## src/rtl/vdr_pkg.sv

```systemverilog
package vdr_pkg;

  localparam int unsigned MAX_VERTICES = 1024;

  // Widest cell number over the whole parameter range (65536 cells).
  localparam int unsigned ID_W = 16;
  localparam int unsigned MERGED_ID_W = 10;
  localparam int unsigned INDEX_W = 24;
  localparam int unsigned COORD_W = 32;

  typedef logic [ID_W-1:0] id_t;
  typedef logic [3*COORD_W-1:0] key_t;

  typedef struct packed {
    logic               first_of_mesh;
    logic [COORD_W-1:0] vertex_x;
    logic [COORD_W-1:0] vertex_y;
    logic [COORD_W-1:0] vertex_z;
    logic [INDEX_W-1:0] source_index;
  } item_t;

  typedef struct packed {
    logic [MERGED_ID_W-1:0] merged_id;
    logic                   is_new;
    logic [INDEX_W-1:0]     kept_index;
    logic                   overflow;
  } result_t;

  // One lookup in flight, moving one cell per cycle.
  typedef struct packed {
    logic               valid;
    logic               clear;
    logic               done;
    logic               is_new;
    id_t                id;
    key_t               key;
    logic [INDEX_W-1:0] src;
  } tok_t;

  // Fold -0 onto +0 so that keys compare bit for bit.
  function automatic logic [COORD_W-1:0] canon_coord(input logic [COORD_W-1:0] b);
    logic [COORD_W-1:0] r;
    r = b;
    if (b[COORD_W-2:0] == '0) begin
      r = '0;
    end
    return r;
  endfunction

endpackage

```

## src/rtl/vdr_cell.sv

```systemverilog
module vdr_cell #(
  parameter int unsigned Idx = 0
) (
  input  logic          clk,
  input  logic          rst,
  input  vdr_pkg::tok_t tok_in,
  output vdr_pkg::tok_t tok_out
);

  vdr_pkg::key_t key;
  logic          occupied;
  logic          occ_next;
  logic          occ_eff;
  logic          key_write;
  vdr_pkg::tok_t tok_next;

  always_comb begin
    tok_next  = tok_in;
    occ_next  = occupied;
    key_write = 1'b0;
    // A first-of-mesh lookup empties every cell it passes but the first, where it takes its vertex.
    occ_eff   = occupied && !tok_in.clear;
    if (tok_in.valid) begin
      occ_next = occ_eff;
      if (!tok_in.done) begin
        if (!occ_eff) begin
          // First free cell: take the vertex here.
          key_write       = 1'b1;
          occ_next        = 1'b1;
          tok_next.done   = 1'b1;
          tok_next.is_new = 1'b1;
          tok_next.id     = vdr_pkg::id_t'(Idx);
        end else if (key == tok_in.key) begin
          tok_next.done   = 1'b1;
          tok_next.is_new = 1'b0;
          tok_next.id     = vdr_pkg::id_t'(Idx);
        end
      end
    end
  end

  always_ff @(posedge clk) begin
    if (rst) begin
      tok_out  <= '0;
      occupied <= 1'b0;
    end else begin
      tok_out  <= tok_next;
      occupied <= occ_next;
    end
  end

  always_ff @(posedge clk) begin
    if (key_write) begin
      key <= tok_in.key;
    end
  end

  a_tok_moves: assert property (@(posedge clk) disable iff (rst)
    tok_out.valid == $past(tok_in.valid && !rst))
    else $error("lookup lost or created in cell");

  a_hit_claims: assert property (@(posedge clk) disable iff (rst)
    tok_in.valid && !tok_in.done && occupied && !tok_in.clear && key == tok_in.key
    |=> tok_out.done && !tok_out.is_new && tok_out.id == vdr_pkg::id_t'(Idx))
    else $error("matching cell did not claim lookup");

  a_insert_fills: assert property (@(posedge clk) disable iff (rst)
    key_write |=> occupied && tok_out.is_new && key == $past(tok_in.key))
    else $error("insert did not fill cell");

endmodule

```

## config.mk

```make
export PLATFORM = sky130hd
export DESIGN_NAME = vdr_cell
export DESIGN_NICKNAME = d
export VERILOG_FILES = /design/src/rtl/vdr_pkg.sv /design/src/rtl/vdr_cell.sv
export SDC_FILE = /design/constraint.sdc
export NUM_CORES = 1
export LEC_CHECK = 0
export BUFFER_PORTS_ARGS = -buffer_cell sky130_fd_sc_hd__buf_4
export CORE_MARGIN = 3
export CORE_UTILIZATION = 45
export DETAILED_ROUTE_END_ITERATION = 10
export GPL_TIMING_DRIVEN = 0
export PLACE_DENSITY = 0.74
export SLEW_MARGIN = 20
export SYNTH_ARGS = -nofsm -noshare
export SYNTH_HDL_FRONTEND = slang
export SYNTH_SLANG_ARGS = --single-unit
```

## constraint.sdc

```tcl
create_clock -name clk -period 20.6 [get_ports clk]
set_clock_uncertainty 0.1 [all_clocks]
set_input_delay 4.12 -clock clk [delete_from_list [all_inputs] [get_ports clk]]
set_output_delay 4.12 -clock clk [all_outputs]
set_load 0.05 [all_outputs]
```

==> results.yml <==
run_status:
  status: "complete, no violations"
die:
  chipHeight_um: 137
  design.die.area_um2: 18800
  floorplan.initialDensity: 0.464
  placement_rows: 47
  design.core.area_um2: 16700
  io-pin-count: 282
  die_w_um: 137
critical_path:
  worst_path_dominant_cell_family: "simple AND/OR/NAND/NOR gates"
  critical_path.max_stage_delay_ns: 0.48
  sort_of_element_at_the_start_of_the_critical_path: "primary input"
  timing.reg2reg.worst_path_depth: 7
  cp_max_fo: 10
  timing.critical_path.cells: "buf_4 > xnor2_1 > nand4_1 > nor4_1 > nand4_1 > o31a_1 > buf_6 > and2_1"
  crit_arrival_ns: 6.04
  r2r_setup_slack_ns: 18.20
  critPathRequiredTime_ns: 20.89
  critical_path.endpoint_type: "register"
  timing.critical_path.slowest_stage_cell: "sky130_fd_sc_hd__nor4_1"
  reg2reg_from: "key[37]"
  critical_path_depth: 8
  regToRegEndpoint: "tok_out[122]"
  crit_top_cell: "sky130_fd_sc_hd__nand4_1"
  crit_type: "primary input to register"
  critical_path.n_buffers_inverters: 2
timing:
  setup_viol_count_final: 0
  max_freq_mhz: 174
  max_slew.worst_pin.slew_ns: 0.843
  final-hold-violation-count: 0
  fin_crit_ns: 5.74
  slew-limit-headroom: 0.438
  max_slew_vio_count: 0
  layout_worst_path_cycle_share: 0.279
  fin_setup_tns_ns: 0
  grt_setup_unrepaired: "false"
  hold_slack_ns: 0.408
routing:
  antenna_left: 0
  detail_route.iter0.violations: 225
  drc_errors: 0
  wl_per_cell_um: 18.0
  detail_route.vias_per_cell: 4.68
  totalWireLength_um: 19500
  drt_first_pass_iters: 4
  via_count: 5075
finish:
  flow.area_growth_from_synthesis_pct: 42.4
  antennaDiodeCount: 0
  design.final.nets: 987
  layout.cell_area.non_filler_um2: 11000
  post_route_cells_drive_above_1_share: 0.373
  highest_count_cells_in_the_layout_ignoring_fill_and_taps: "280 x sky130_fd_sc_hd__buf_4, 141 x sky130_fd_sc_hd__dfxtp_1, 121 x sky130_fd_sc_hd__nor2b_1"
  layout_commonest_cell: "sky130_fd_sc_hd__buf_4"
synth:
  syn_nets: 675
  postSynthRegisterBits: 237
  ys_seq_area_frac: 0.737
  post_synth_instance_area_um2: 7740
  syn_area_per_cell_um2: 14.5
  yosys.cell_types.count: 17
  synthesis.yosys.warnings: 0
  synth_cells: 533
clocking:
  clockRootBuffer: "sky130_fd_sc_hd__clkbuf_16"
  cts_tree: "yes"
  ctsLongestPathBuffers: 3
  clk_pin_slew_worst_paths_ns: 0.06
  tritoncts.num_buffers: 25
  worst_skew_pair.late_latency_ns: 0.51
  post_cts_hold_buffer_count: 0
  cts_sinks: 237
  cts.repair.resized: 0
  cts_setup_buffers: 0
  h-tree-depth: 1
global_routing:
  grt_pass1_wl_um: 28200
  largest_net_degree_at_the_start_of_global_routing: 24
  track_usage: 0.196
  overflow: 0
  initial_antenna_violation_count: 0
  vias_in_the_first_global_route: 5266
worst_hold_path:
  worst_min_delay_path_class: "register to register"
  worst_hold_path.num_cells: 2
  min_from: "occupied"
  timing.hold.worst_endpoint: "occupied"
placed_design:
  port-buffer-count: 280
  dpl-instance-area_um2: 10300
  detailedPlacementHpwl_um: 14500
  gp_congestion: 0.763
power_and_ir_drop:
  p_leak_nw: 4.47
  max-vdd-ir-drop_v: 0.0000771
  power_density_nw_per_um2: 98.5
flow_run:
  timing.max_cap.violations: 0
-- through the flow --
stage / util / power (mW) / setup WS [ns] / std cells
floorplan: - / 0.615 / 10.73 / 533
global placement: 0.606 / 0.675 / 8.70 / 1033
detailed placement: 0.614 / 0.680 / 14.28 / 1038
CTS: 0.661 / 1.10 / 14.81 / 1084
global route: 0.661 / 1.12 / 14.70 / 1084
finish: 0.661 / 1.09 / 14.86 / 1084
-- routing by layer --
layer / vias to the layer above / global-route usage / wire [um]
li1: 2405 / - / -
met1: 2453 / 0.249 / 7720
met2: 177 / 0.334 / 9990
met3: 40 / 0.0475 / 1280
met4: 0 / 0.0582 / 507
met5: - / 0 / 0
-- worst register-to-register path, stage by stage, from the launching register on --
cell	delay, ns
sky130_fd_sc_hd__edfxtp_1	0.39
sky130_fd_sc_hd__xnor2_1	0.19
sky130_fd_sc_hd__nand4_1	0.11
sky130_fd_sc_hd__nor4_1	0.48
sky130_fd_sc_hd__nand4_1	0.26
sky130_fd_sc_hd__o31a_1	0.43
sky130_fd_sc_hd__buf_6	0.17
sky130_fd_sc_hd__and2_1	0.16
-- kinds of logic after synthesis --
group	after synthesis	share of synthesized area
flip-flops	237	0.737
AND/OR/NAND/NOR	178	0.141
XOR/XNOR	96	0.109
buffers and inverters	16	0.00872
AO/OA/AOI/OAI	6	0.00517
-- worst max-delay path by stage --
stage / from / to / slack, ns
final: tok_in[61] / tok_out[122] / 14.86
after detailed placement: tok_in[106] / tok_out[132] / 14.28
after floorplan: tok_in[137] / tok_out[120] / 10.73
after global routing: tok_in[61] / tok_out[135] / 14.70
after CTS: tok_in[28] / tok_out[122] / 14.81
after global placement: tok_in[137] / tok_out[134] / 8.70
-- power by group --
group          switching, mW  total, mW  internal, mW
combinational         0.0903      0.148        0.0575
clock                  0.173      0.418         0.245
sequential           0.00784      0.521         0.513
total                  0.271       1.09         0.815
-- cells in the mapped netlist, drive strengths merged --
| cell | number | area share |
|---|---|---|
| a211oi | 1 | 0.00097 |
| a21oi | 3 | 0.0019 |
| and2 | 16 | 0.013 |
| buf | 1 | 0.0015 |
| clkbuf | 14 | 0.0068 |
| dfxtp | 141 | 0.36 |
| edfxtp | 96 | 0.37 |
| inv | 1 | 0.00048 |
| nand2 | 4 | 0.0019 |
| nand2b | 1 | 0.00081 |
| nand4 | 25 | 0.020 |
| nor2 | 5 | 0.0024 |
| nor2b | 121 | 0.098 |
| nor4 | 6 | 0.0048 |
| o2bb2ai | 1 | 0.0011 |
| o31a | 1 | 0.0011 |
| xnor2 | 96 | 0.11 |
-- area by class of cell --
cell class / instances / area (um^2)
sequential: 237 / 5710
fill: 1289 / 5670
timing repair buffer: 285 / 2230
multi-input combinational: 280 / 1980
clock buffer: 39 / 731
tap: 220 / 275
buffer: 15 / 63.8
clock inverter: 7 / 42.5
inverter: 1 / 3.75
-- sequential cells by signal (all words and copies together) (netlist names) --
register	count
key	96
occupied	1
tok_out	140
Power figures use the tool's default switching activity.
